## src/design/pca_pkg.sv

```systemverilog
// ----------------------------------------------------------------------------
// pca_pkg
// Widths, codes and helpers of the conditional anti-windup PID controller.
// ----------------------------------------------------------------------------
package pca_pkg;

  localparam int DATA_WIDTH = 16;          // drive, target and sample width
  localparam int GAIN_W     = 32;          // Q16.16 gains
  localparam int STEP_W     = 16;          // Q0.16 sample period
  localparam int LIM_W      = 31;          // integral clamp magnitude
  localparam int ERR_W      = DATA_WIDTH + 1;
  localparam int PROD_W     = 2 * GAIN_W;  // shared multiplier result
  localparam int SUM_W      = 52;          // signed Q.16 sums of P, I and D
  localparam int MAG_W      = SUM_W - 1;
  localparam int INT_W      = 32;          // stored integral, signed Q16.16
  localparam int INT_SUM_W  = 34;          // integral plus one increment
  localparam int QUOT_W     = 49;          // derivative quotient bits
  localparam int DIV_CNT_W  = 6;
  localparam int CFG_IDX_W  = 3;
  localparam int CFG_DATA_W = 32;

  localparam logic [QUOT_W-1:0] D_SAT = {1'b1, {(QUOT_W-1){1'b0}}};

  typedef enum logic [CFG_IDX_W-1:0] {
    CFG_KP             = 3'd0,
    CFG_KI             = 3'd1,
    CFG_KD             = 3'd2,
    CFG_STEP_TIME      = 3'd3,
    CFG_OUT_LOW        = 3'd4,
    CFG_OUT_HIGH       = 3'd5,
    CFG_INTEGRAL_LIMIT = 3'd6
  } cfg_reg_e;

  typedef enum logic {
    OP_STEP  = 1'b0,
    OP_CLEAR = 1'b1
  } opcode_e;

  // Turn a magnitude and a sign into a signed term.
  function automatic logic signed [SUM_W-1:0] apply_sign(input logic [MAG_W-1:0] mag,
                                                        input logic neg);
    logic signed [SUM_W-1:0] v;
    v = $signed({1'b0, mag});
    return neg ? -v : v;
  endfunction

endpackage

```

## src/design/pca_if.sv

```systemverilog
// ----------------------------------------------------------------------------
// pca_if
// Valid/ready channels of the PID controller: configuration, step, result.
// ----------------------------------------------------------------------------
interface pca_cfg_if
  import pca_pkg::*;
();
  logic                  valid;
  logic                  ready;
  logic [CFG_IDX_W-1:0]  index;
  logic [CFG_DATA_W-1:0] data;

  modport source (output valid, index, data, input ready);
  modport sink   (input valid, index, data, output ready);
endinterface

interface pca_in_if
  import pca_pkg::*;
();
  logic                         valid;
  logic                         ready;
  logic                         opcode;
  logic signed [DATA_WIDTH-1:0] target;
  logic signed [DATA_WIDTH-1:0] sample;

  modport source (output valid, opcode, target, sample, input ready);
  modport sink   (input valid, opcode, target, sample, output ready);
endinterface

interface pca_out_if
  import pca_pkg::*;
();
  logic                         valid;
  logic                         ready;
  logic signed [DATA_WIDTH-1:0] drive;
  logic                         saturated;
  logic                         integral_frozen;

  modport source (output valid, drive, saturated, integral_frozen, input ready);
  modport sink   (input valid, drive, saturated, integral_frozen, output ready);
endinterface

```

## src/design/pid_conditional_antiwindup.sv

```systemverilog
// ----------------------------------------------------------------------------
// pid_conditional_antiwindup
// Positional PID step with conditional-integration anti-windup. Each beat on
// in_i is a control step (target, sample) or a clear; each returns one beat on
// out_o with the clamped drive and two flags. Gains are unsigned Q16.16, the
// sample period is Q0.16 and the integral is signed Q16.16, clamped to
// +-integral_limit. Derivative acts on the measurement and is on only for a
// nonzero kd. All products go through one shared 32x32 multiplier under a
// one-hot sequencer; the derivative division by the sample period runs in a
// restoring divider that retires one quotient bit per cycle. A control step
// runs through the multiply states, and also through the divider states when
// the derivative needs a real division (kd nonzero, measurement changed,
// period nonzero and quotient below the 2^49 bound); a clear goes straight to
// the result register. in_i is not ready while a step is in flight; the
// result register lets the next beat in while the last result still waits.
// Configuration writes are taken every cycle and belong only between steps.
// ----------------------------------------------------------------------------
module pid_conditional_antiwindup
  import pca_pkg::*;
(
  input  logic       clk_i,
  input  logic       rst_ni,
  pca_cfg_if.sink    cfg_i,
  pca_in_if.sink     in_i,
  pca_out_if.source  out_o
);

  typedef enum logic [14:0] {
    S_IDLE      = 15'h0001,
    S_MUL_P     = 15'h0002,  // kp * |err|
    S_MUL_D     = 15'h0004,  // kd * |diff|, store P
    S_DIV_START = 15'h0008,  // pick zero, saturated or divided D
    S_DIV       = 15'h0010,  // one quotient bit per cycle
    S_DIV_DONE  = 15'h0020,
    S_MUL_I     = 15'h0040,  // ki * |integral|, form P + D
    S_MUL_E     = 15'h0080,  // |err| * step_time, store I
    S_RAW       = 15'h0100,  // raw output
    S_FREEZE    = 15'h0200,  // anti-windup decision and accumulate
    S_CLAMP_I   = 15'h0400,
    S_MUL_I2    = 15'h0800,  // ki * |new integral|
    S_TERM_I2   = 15'h1000,
    S_SUM       = 15'h2000,
    S_OUT       = 15'h4000   // clamp and load the result register
  } state_e;

  // Configuration registers.
  logic        [GAIN_W-1:0]     kp_q, ki_q, kd_q;
  logic        [STEP_W-1:0]     step_q;
  logic signed [DATA_WIDTH-1:0] out_low_q, out_high_q;
  logic        [LIM_W-1:0]      lim_q;

  // Control and controller state.
  state_e                       state_q, state_d;
  logic signed [INT_W-1:0]      integ_q, integ_d;
  logic signed [DATA_WIDTH-1:0] last_q, last_d;
  logic                         clr_q, clr_d;
  logic                         out_valid_q, out_valid_d;

  // Datapath.
  logic signed [ERR_W-1:0]      err_q, err_d, diff_q, diff_d;
  logic signed [DATA_WIDTH-1:0] smp_q, smp_d;
  logic        [PROD_W-1:0]     prod_q, prod_d;
  logic signed [SUM_W-1:0]      p_q, p_d, d_q, d_d, pd_q, pd_d, i_q, i_d, raw_q, raw_d;
  logic signed [INT_SUM_W-1:0]  es_q, es_d, isum_q, isum_d;
  logic                         frozen_q, frozen_d;
  logic        [STEP_W-1:0]     rem_q, rem_d;
  logic        [QUOT_W-1:0]     num_q, num_d, quot_q, quot_d;
  logic        [DIV_CNT_W-1:0]  cnt_q, cnt_d;
  logic signed [DATA_WIDTH-1:0] drive_q, drive_d;
  logic                         sat_q, sat_d, frz_out_q, frz_out_d;

  // Shared multiplier.
  logic [GAIN_W-1:0] mul_a, mul_b;
  logic              mul_en;

  logic                         in_acc, out_free;
  logic        [ERR_W-1:0]      err_mag, diff_mag;
  logic        [INT_W-1:0]      integ_mag;
  logic                         err_neg, err_pos, diff_neg;
  logic signed [SUM_W-1:0]      hi_w, lo_w, o_clamp;
  logic                         o_sat;
  logic        [STEP_W:0]       div_part;
  logic                         div_take;
  logic        [QUOT_W-1:0]     d_mag;
  logic signed [INT_SUM_W-1:0]  lim_w, es_c;
  logic        [PROD_W-1:0]     a_num;

  assign cfg_i.ready = 1'b1;
  assign in_i.ready  = (state_q == S_IDLE);
  assign in_acc      = in_i.valid && in_i.ready;
  assign out_free    = !out_valid_q || out_o.ready;

  assign out_o.valid           = out_valid_q;
  assign out_o.drive           = drive_q;
  assign out_o.saturated       = sat_q;
  assign out_o.integral_frozen = frz_out_q;

  assign err_neg   = err_q[ERR_W-1];
  assign err_pos   = !err_neg && (err_q != '0);
  assign diff_neg  = diff_q[ERR_W-1];
  assign err_mag   = err_neg ? ERR_W'(-err_q) : ERR_W'(err_q);
  assign diff_mag  = diff_neg ? ERR_W'(-diff_q) : ERR_W'(diff_q);
  assign integ_mag = integ_q[INT_W-1] ? INT_W'(-integ_q) : INT_W'(integ_q);

  // Output limits in Q.16; they are whole numbers, so an arithmetic shift
  // of a clamped value is its floor and stays inside them.
  assign hi_w  = $signed({{(SUM_W-DATA_WIDTH-16){out_high_q[DATA_WIDTH-1]}},
                          out_high_q, 16'b0});
  assign lo_w  = $signed({{(SUM_W-DATA_WIDTH-16){out_low_q[DATA_WIDTH-1]}},
                          out_low_q, 16'b0});
  assign lim_w = $signed({{(INT_SUM_W-LIM_W){1'b0}}, lim_q});

  // kd * |diff| lies below 2^48.
  assign a_num = prod_q;

  // Restoring divider step: bring down the next numerator bit.
  assign div_part = {rem_q, num_q[QUOT_W-1]};
  assign div_take = (div_part >= {1'b0, step_q});

  assign d_mag = (quot_q > D_SAT) ? D_SAT : quot_q;

  assign es_c = err_neg ? -$signed({1'b0, prod_q[INT_SUM_W-2:0]})
                        : $signed({1'b0, prod_q[INT_SUM_W-2:0]});

  // Upper clamp first, then lower: inverted limits leave out_low.
  always_comb begin
    o_clamp = raw_q;
    o_sat   = 1'b0;
    if (raw_q > hi_w) begin
      o_clamp = hi_w;
      o_sat   = 1'b1;
    end
    if (o_clamp < lo_w) begin
      o_clamp = lo_w;
      o_sat   = 1'b1;
    end
  end

  // Operand select of the shared multiplier.
  always_comb begin
    mul_a  = '0;
    mul_b  = '0;
    mul_en = 1'b0;
    case (state_q)
      S_MUL_P: begin
        mul_a  = kp_q;
        mul_b  = GAIN_W'(err_mag);
        mul_en = 1'b1;
      end
      S_MUL_D: begin
        mul_a  = kd_q;
        mul_b  = GAIN_W'(diff_mag);
        mul_en = 1'b1;
      end
      S_MUL_I, S_MUL_I2: begin
        mul_a  = ki_q;
        mul_b  = integ_mag;
        mul_en = 1'b1;
      end
      S_MUL_E: begin
        mul_a  = GAIN_W'(step_q);
        mul_b  = GAIN_W'(err_mag);
        mul_en = 1'b1;
      end
      default: begin
        mul_en = 1'b0;
      end
    endcase
  end

  assign prod_d = mul_en ? (PROD_W'(mul_a) * PROD_W'(mul_b)) : prod_q;

  // Sequencer and datapath next state.
  always_comb begin
    state_d     = state_q;
    integ_d     = integ_q;
    last_d      = last_q;
    clr_d       = clr_q;
    out_valid_d = out_valid_q && !out_o.ready;
    err_d       = err_q;
    diff_d      = diff_q;
    smp_d       = smp_q;
    p_d         = p_q;
    d_d         = d_q;
    pd_d        = pd_q;
    i_d         = i_q;
    raw_d       = raw_q;
    es_d        = es_q;
    isum_d      = isum_q;
    frozen_d    = frozen_q;
    rem_d       = rem_q;
    num_d       = num_q;
    quot_d      = quot_q;
    cnt_d       = cnt_q;
    drive_d     = drive_q;
    sat_d       = sat_q;
    frz_out_d   = frz_out_q;

    case (state_q)
      S_IDLE: begin
        if (in_acc) begin
          if (in_i.opcode == OP_CLEAR) begin
            integ_d = '0;
            last_d  = '0;
            clr_d   = 1'b1;
            state_d = S_OUT;
          end else begin
            clr_d   = 1'b0;
            err_d   = ERR_W'(in_i.target) - ERR_W'(in_i.sample);
            diff_d  = ERR_W'(last_q) - ERR_W'(in_i.sample);
            smp_d   = in_i.sample;
            state_d = S_MUL_P;
          end
        end
      end
      S_MUL_P: begin
        state_d = S_MUL_D;
      end
      S_MUL_D: begin
        p_d     = apply_sign(MAG_W'(prod_q[47:0]), err_neg);
        state_d = S_DIV_START;
      end
      S_DIV_START: begin
        state_d = S_MUL_I;
        if (kd_q != '0) begin
          last_d = smp_q;
        end
        if (kd_q == '0 || a_num == '0) begin
          d_d = '0;
        end else if (step_q == '0 || {1'b0, a_num[47:33]} >= step_q) begin
          // Quotient at or above 2^49: saturate.
          d_d = apply_sign(MAG_W'(D_SAT), diff_neg);
        end else begin
          rem_d   = STEP_W'(a_num[47:33]);
          num_d   = {a_num[32:0], 16'b0};
          quot_d  = '0;
          cnt_d   = DIV_CNT_W'(QUOT_W - 1);
          state_d = S_DIV;
        end
      end
      S_DIV: begin
        rem_d  = div_take ? STEP_W'(div_part - {1'b0, step_q}) : div_part[STEP_W-1:0];
        num_d  = {num_q[QUOT_W-2:0], 1'b0};
        quot_d = {quot_q[QUOT_W-2:0], div_take};
        cnt_d  = cnt_q - DIV_CNT_W'(1);
        if (cnt_q == '0) begin
          state_d = S_DIV_DONE;
        end
      end
      S_DIV_DONE: begin
        d_d     = apply_sign(MAG_W'(d_mag), diff_neg);
        state_d = S_MUL_I;
      end
      S_MUL_I: begin
        pd_d    = p_q + d_q;
        state_d = S_MUL_E;
      end
      S_MUL_E: begin
        i_d     = apply_sign(MAG_W'(prod_q[PROD_W-1:16]), integ_q[INT_W-1]);
        state_d = S_RAW;
      end
      S_RAW: begin
        raw_d   = pd_q + i_q;
        es_d    = es_c;
        state_d = S_FREEZE;
      end
      S_FREEZE: begin
        // Hold the integral while the output sits at a limit and the error
        // pushes further into it.
        frozen_d = ((raw_q >= hi_w) && err_pos) || ((raw_q <= lo_w) && err_neg);
        isum_d   = $signed({{(INT_SUM_W-INT_W){integ_q[INT_W-1]}}, integ_q})
                 + (frozen_d ? '0 : es_q);
        state_d  = S_CLAMP_I;
      end
      S_CLAMP_I: begin
        if (isum_q > lim_w) begin
          integ_d = INT_W'(lim_w);
        end else if (isum_q < -lim_w) begin
          integ_d = INT_W'(-lim_w);
        end else begin
          integ_d = INT_W'(isum_q);
        end
        state_d = S_MUL_I2;
      end
      S_MUL_I2: begin
        state_d = S_TERM_I2;
      end
      S_TERM_I2: begin
        i_d     = apply_sign(MAG_W'(prod_q[PROD_W-1:16]), integ_q[INT_W-1]);
        state_d = S_SUM;
      end
      S_SUM: begin
        raw_d   = pd_q + i_q;
        state_d = S_OUT;
      end
      S_OUT: begin
        // Wait for the result register to drain.
        if (out_free) begin
          out_valid_d = 1'b1;
          if (clr_q) begin
            drive_d   = '0;
            sat_d     = 1'b0;
            frz_out_d = 1'b0;
          end else begin
            drive_d   = o_clamp[DATA_WIDTH+15:16];
            sat_d     = o_sat;
            frz_out_d = frozen_q;
          end
          state_d = S_IDLE;
        end
      end
      default: begin
        state_d = S_IDLE;
      end
    endcase
  end

  // Configuration writes.
  always_ff @(posedge clk_i or negedge rst_ni) begin
    if (!rst_ni) begin
      kp_q       <= '0;
      ki_q       <= '0;
      kd_q       <= '0;
      step_q     <= STEP_W'(656);
      out_low_q  <= {1'b1, {(DATA_WIDTH-1){1'b0}}};
      out_high_q <= {1'b0, {(DATA_WIDTH-1){1'b1}}};
      lim_q      <= '1;
    end else if (cfg_i.valid && cfg_i.ready) begin
      case (cfg_reg_e'(cfg_i.index))
        CFG_KP:             kp_q       <= cfg_i.data;
        CFG_KI:             ki_q       <= cfg_i.data;
        CFG_KD:             kd_q       <= cfg_i.data;
        CFG_STEP_TIME:      step_q     <= cfg_i.data[STEP_W-1:0];
        CFG_OUT_LOW:        out_low_q  <= $signed(cfg_i.data[DATA_WIDTH-1:0]);
        CFG_OUT_HIGH:       out_high_q <= $signed(cfg_i.data[DATA_WIDTH-1:0]);
        CFG_INTEGRAL_LIMIT: lim_q      <= cfg_i.data[LIM_W-1:0];
        default: begin
          // Drop writes to unmapped indexes.
        end
      endcase
    end
  end

  // Control state.
  always_ff @(posedge clk_i or negedge rst_ni) begin
    if (!rst_ni) begin
      state_q     <= S_IDLE;
      integ_q     <= '0;
      last_q      <= '0;
      clr_q       <= 1'b0;
      out_valid_q <= 1'b0;
    end else begin
      state_q     <= state_d;
      integ_q     <= integ_d;
      last_q      <= last_d;
      clr_q       <= clr_d;
      out_valid_q <= out_valid_d;
    end
  end

  // Datapath registers.
  always_ff @(posedge clk_i) begin
    err_q     <= err_d;
    diff_q    <= diff_d;
    smp_q     <= smp_d;
    prod_q    <= prod_d;
    p_q       <= p_d;
    d_q       <= d_d;
    pd_q      <= pd_d;
    i_q       <= i_d;
    raw_q     <= raw_d;
    es_q      <= es_d;
    isum_q    <= isum_d;
    frozen_q  <= frozen_d;
    rem_q     <= rem_d;
    num_q     <= num_d;
    quot_q    <= quot_d;
    cnt_q     <= cnt_d;
    drive_q   <= drive_d;
    sat_q     <= sat_d;
    frz_out_q <= frz_out_d;
  end

endmodule

```

## src/flat_wrapper.sv

```systemverilog
// flat-port wrapper written by rule: the top's interface ports become plain ports
module pid_conditional_antiwindup_flat import pca_pkg::*;
  (clk_i, rst_ni, cfg_i_valid, cfg_i_index, cfg_i_data, cfg_i_ready, in_i_valid, in_i_opcode, in_i_target, in_i_sample, in_i_ready, out_o_valid, out_o_drive, out_o_saturated, out_o_integral_frozen, out_o_ready);
  pca_cfg_if cfg_i_i ();
  pca_in_if in_i_i ();
  pca_out_if out_o_i ();
  input  logic clk_i;
  input  logic rst_ni;
  input wire logic [$bits(cfg_i_i.valid)-1:0] cfg_i_valid;
  input wire logic [$bits(cfg_i_i.index)-1:0] cfg_i_index;
  input wire logic [$bits(cfg_i_i.data)-1:0] cfg_i_data;
  output wire logic [$bits(cfg_i_i.ready)-1:0] cfg_i_ready;
  input wire logic [$bits(in_i_i.valid)-1:0] in_i_valid;
  input wire logic [$bits(in_i_i.opcode)-1:0] in_i_opcode;
  input wire logic [$bits(in_i_i.target)-1:0] in_i_target;
  input wire logic [$bits(in_i_i.sample)-1:0] in_i_sample;
  output wire logic [$bits(in_i_i.ready)-1:0] in_i_ready;
  output wire logic [$bits(out_o_i.valid)-1:0] out_o_valid;
  output wire logic [$bits(out_o_i.drive)-1:0] out_o_drive;
  output wire logic [$bits(out_o_i.saturated)-1:0] out_o_saturated;
  output wire logic [$bits(out_o_i.integral_frozen)-1:0] out_o_integral_frozen;
  input wire logic [$bits(out_o_i.ready)-1:0] out_o_ready;
  assign cfg_i_i.valid = cfg_i_valid;
  assign cfg_i_i.index = cfg_i_index;
  assign cfg_i_i.data = cfg_i_data;
  assign cfg_i_ready = cfg_i_i.ready;
  assign in_i_i.valid = in_i_valid;
  assign in_i_i.opcode = in_i_opcode;
  assign in_i_i.target = in_i_target;
  assign in_i_i.sample = in_i_sample;
  assign in_i_ready = in_i_i.ready;
  assign out_o_valid = out_o_i.valid;
  assign out_o_drive = out_o_i.drive;
  assign out_o_saturated = out_o_i.saturated;
  assign out_o_integral_frozen = out_o_i.integral_frozen;
  assign out_o_i.ready = out_o_ready;
  pid_conditional_antiwindup u_core (.clk_i(clk_i), .rst_ni(rst_ni), .cfg_i(cfg_i_i), .in_i(in_i_i), .out_o(out_o_i));
endmodule
```

## config.mk

```make
export PLATFORM = sky130hd
export DESIGN_NAME = pid_conditional_antiwindup_flat
export DESIGN_NICKNAME = d
export VERILOG_FILES = /design/src/design/pca_pkg.sv /design/src/design/pca_if.sv /design/src/design/pid_conditional_antiwindup.sv /design/src/flat_wrapper.sv
export SDC_FILE = /design/constraint.sdc
export NUM_CORES = 2
export LEC_CHECK = 0
export ABC_AREA = 1
export BUFFER_PORTS_ARGS = -buffer_cell sky130_fd_sc_hd__buf_2
export CAP_MARGIN = 20
export CORE_MARGIN = 1.5
export CORE_UTILIZATION = 55
export CTS_BUF_LIST = sky130_fd_sc_hd__clkbuf_16
export CTS_CLUSTER_DIAMETER = 100
export DETAILED_ROUTE_END_ITERATION = 8
export PLACE_DENSITY = 0.75
export SYNTH_ARGS = -nofsm -noshare
export SYNTH_HDL_FRONTEND = slang
export SYNTH_SLANG_ARGS = --single-unit
```

## constraint.sdc

```tcl
create_clock -name clk_i -period 12.31 [get_ports clk_i]
set_input_delay 0 -clock clk_i [delete_from_list [all_inputs] [get_ports clk_i]]
set_output_delay 0 -clock clk_i [all_outputs]
set_load 0.005 [all_outputs]
```

==> results.json <==
{
  "fin_skew_ns": 0.0699,
  "yosysSeqAreaShare_pct": 27.6,
  "area_growth_pct": 8.67,
  "antenna_found_initial": 21,
  "hold_path_end": "u_core.smp_q[3]",
  "max_stage_delay_ns": 0.70,
  "outcome": "complete, no violations",
  "hold_ws_ns": 0.0465,
  "firstDrtPassIters": 9,
  "drt-total-wl_um": 307000,
  "synth.distinct_cells": 74,
  "arrival_ns": 11.76,
  "grt_use_total_pct": 40.3,
  "yosysWarnings": 0,
  "synth_edf_count": 565,
  "crit_required_ns": 12.74,
  "hold_path_depth": 2,
  "drc": 0,
  "cts_tree": "yes",
  "grt_pass1_wl_um": 451000,
  "cts_buffers": 90,
  "rsz0062_at_grt": "no",
  "via_count": 70800,
  "ff2ff_setup_slack_ns": 0.98,
  "p_leak_uw": 0.0455,
  "finalSetupViolations": 0,
  "hold_viol_final": 0,
  "synth.top_cells.by_area": "fa_1, edfxtp_1, ha_1",
  "reg2reg_depth": 41,
  "fill_cells": 13400,
  "hpwlAfterDp_um": 248000,
  "timing.max_cap.violations": 0,
  "end_kind": "register",
  "hold_path_class": "in2reg",
  "overflow": 0,
  "power_density_nw_per_um2": 99.2,
  "r2r-end": "u_core.a_num[59]",
  "drt-initial-drc-count": 8260,
  "clockBufferDepth": 3,
  "drive_gt1_share_pct": 5.92,
  "die_h_um": 392,
  "synthesis.instances": 9913,
  "r2r-start": "u_core.state_q[9]",
  "relSlewSlack_pct": 3.40,
  "layout_min_cycle_time_ns": 11.33,
  "post-synth-top-count-cell": "inv_1",
  "clock_sinks": 805,
  "gp_congestion": 1.02,
  "htreeDepth": 3,
  "worstSetupStartpointType": "register",
  "ys_ff_latch": 805,
  "ant_nets": 0,
  "die_area_sq_um": 154000,
  "worst-setup-path-type": "reg2reg",
  "synth_area_per_cell_sq_um": 8.41,
  "fin_nets": 11700,
  "drt-vias-per-instance": 5.83,
  "setup_ws_ns": 0.977,
  "rows": 142,
  "yosys.area.top_type": "fa_1",
  "syn_area_sq_um": 83400,
  "ir_drop_mv": 0.121,
  "fin_tns_setup_ns": 0,
  "clk_pin_slew_ns": 0.07,
  "grt_pass1_vias": 69400,
  "crit_fanout": 17,
  "die_w_um": 392,
  "start_util_pct": 55.6,
  "cp_slowest_cell": "nand3_1",
  "wl_per_cell_um": 25.3,
  "worst_slew_pin_slew_ns": 1.45,
  "hold_start": "in_i_sample[3]",
  "async_flop_share_pct": 29.8,
  "synthTopCellsByCount": "inv_1, nand2_1, fa_1",
  "ioPinCount": 94,
  "fin_crit_sh_pct": 92.1,
  "core_sq_um": 150000,
  "maxSlewViolCount": 0,
  "port_buffers": 92,
  "worstSkewPairLatency_ns": 0.74,
  "synth_nets": 11500,
  "yosysTopAreaCellShare_pct": 21.6,
  "cts_root_buffer": "clkbuf_16",
  "pre_cts_slack_ns": 1.39,
  "grt_max_degree": 155,
  "fmax_mhz": 88.2,
  "synthFlopType": "edfxtp_1"
}
-- critical path, delay by kind of cell, from the launching register on --
kind | cells | cell delay [ns]
xor+xnor | 1 | 0.09
fa+ha+maj | 9 | 4.40
simple gates | 11 | 3.06
compound gates | 7 | 1.51
flops | 1 | 0.43
buf+inv | 13 | 1.49
-- kinds of logic (layout without fill, tap and decap cells) --
| family | after synthesis | count (layout) | share of synthesized area, % |
|---|---|---|---|
| compound gates | 1387 | 1387 | 9.43 |
| buf+inv | 2414 | 2618 | 11.1 |
| xor+xnor | 372 | 372 | 3.92 |
| flops | 805 | 805 | 27.6 |
| simple gates | 3390 | 3390 | 16.6 |
| fa+ha+maj | 1543 | 1543 | 31.3 |
| other cells | 1 | 7 | 0.00450 |
| mux | 1 | 1 | 0.0120 |
-- metrics by stage --
| stage | util (%) | power [uW] | instances | cell area (sq um) |
|---|---|---|---|---|
| finish | 60.4 | 8990 | 12100 | 90600 |
| global route | 60.4 | 9330 | 12100 | 90600 |
| CTS | 60.3 | 8920 | 12100 | 90600 |
| detailed placement | 57.6 | 5940 | 11900 | 86500 |
| global placement | 57.6 | 5890 | 11900 | 86500 |
| floorplan | - | 4940 | 9913 | 83400 |
-- metal layers --
layer  GRT usage, %  routed length (um)  vias up
li1               -                   -    31400
met1           57.1              128000    34700
met2           56.5              125000     3907
met3           12.2               38100      769
met4           18.1               16200       18
met5              0                 154        -
-- registers in the layout (all words and copies together) (netlist names), 17 cells and up --
signal,flops
u_core.d_q,52
u_core.diff_q,17
u_core.pd_q,52
u_core.i_q,52
u_core.num_q,33
u_core.isum_q,34
u_core.a_num,64
u_core.kd_q,32
u_core.integ_q,32
u_core.es_q,34
u_core.ki_q,32
u_core.err_q,17
u_core.kp_q,32
u_core.lim_q,31
u_core.quot_q,49
u_core.raw_q,52
u_core.p_q,52
-- timing repair --
action,CTS,global route
hold buffers,87,1
gates resized for setup,0,0
hold endpoints to repair,334,6
setup buffers,0,0
-- area by class of cell --
| cell class | instances | area (sq um) | share of cell area, % |
|---|---|---|---|
| Multi-Input combinational cell | 6694 | 51300 | 56.6 |
| Sequential cell | 805 | 23000 | 25.4 |
| Inverter | 2104 | 7900 | 8.71 |
| Timing Repair Buffer | 344 | 2640 | 2.91 |
| Tap cell | 2016 | 2520 | 2.78 |
| Clock buffer | 92 | 2300 | 2.54 |
| Clock inverter | 78 | 923 | 1.02 |
| Antenna cell | 6 | 15.0 | 0.0166 |
-- placed cells by master (no fill, tap or decap), drive strengths merged, types with 11 or more instances in the layout --
cell type / netlist / routed
dlygate4sd3: 0 / 87
buf: 147 / 257
nor4: 62 / 62
o21ai: 580 / 580
nand2: 2005 / 2005
o21bai: 17 / 17
nand4: 87 / 87
xnor2: 107 / 107
clkinvlp: 0 / 11
edfxtp: 565 / 565
dfrtp: 189 / 189
a31oi: 81 / 81
fa: 902 / 902
o21a: 15 / 15
bufinv: 0 / 17
clkinv: 8 / 42
nor2: 867 / 867
inv: 2096 / 2112
ha: 641 / 641
o221ai: 21 / 21
a21oi: 504 / 504
o31ai: 16 / 16
o211ai: 49 / 49
nor3: 81 / 81
a21o: 17 / 17
a221oi: 16 / 16
a21boi: 21 / 21
or2: 18 / 18
dfstp: 51 / 51
nand3: 245 / 245
clkbuf: 163 / 92
xor2: 264 / 264
-- power breakdown --
group	total (uW)	internal (uW)	switching, uW
clock network	2960	1730	1230
registers	3520	3230	288
logic	2510	729	1780
-- how the worst max path moves through the flow --
stage	from	cells past startpoint	endpoint
finish	u_core.state_q[9]	41	u_core.a_num[59]
global route	u_core.state_q[9]	39	u_core.a_num[63]
detailed placement	u_core.state_q[10]	42	u_core.a_num[34]
CTS	u_core.state_q[9]	41	u_core.a_num[60]
floorplan	u_core.state_q[10]	43	u_core.a_num[34]
global placement	u_core.state_q[10]	38	u_core.a_num[63]
Power figures use the tool's default switching activity.
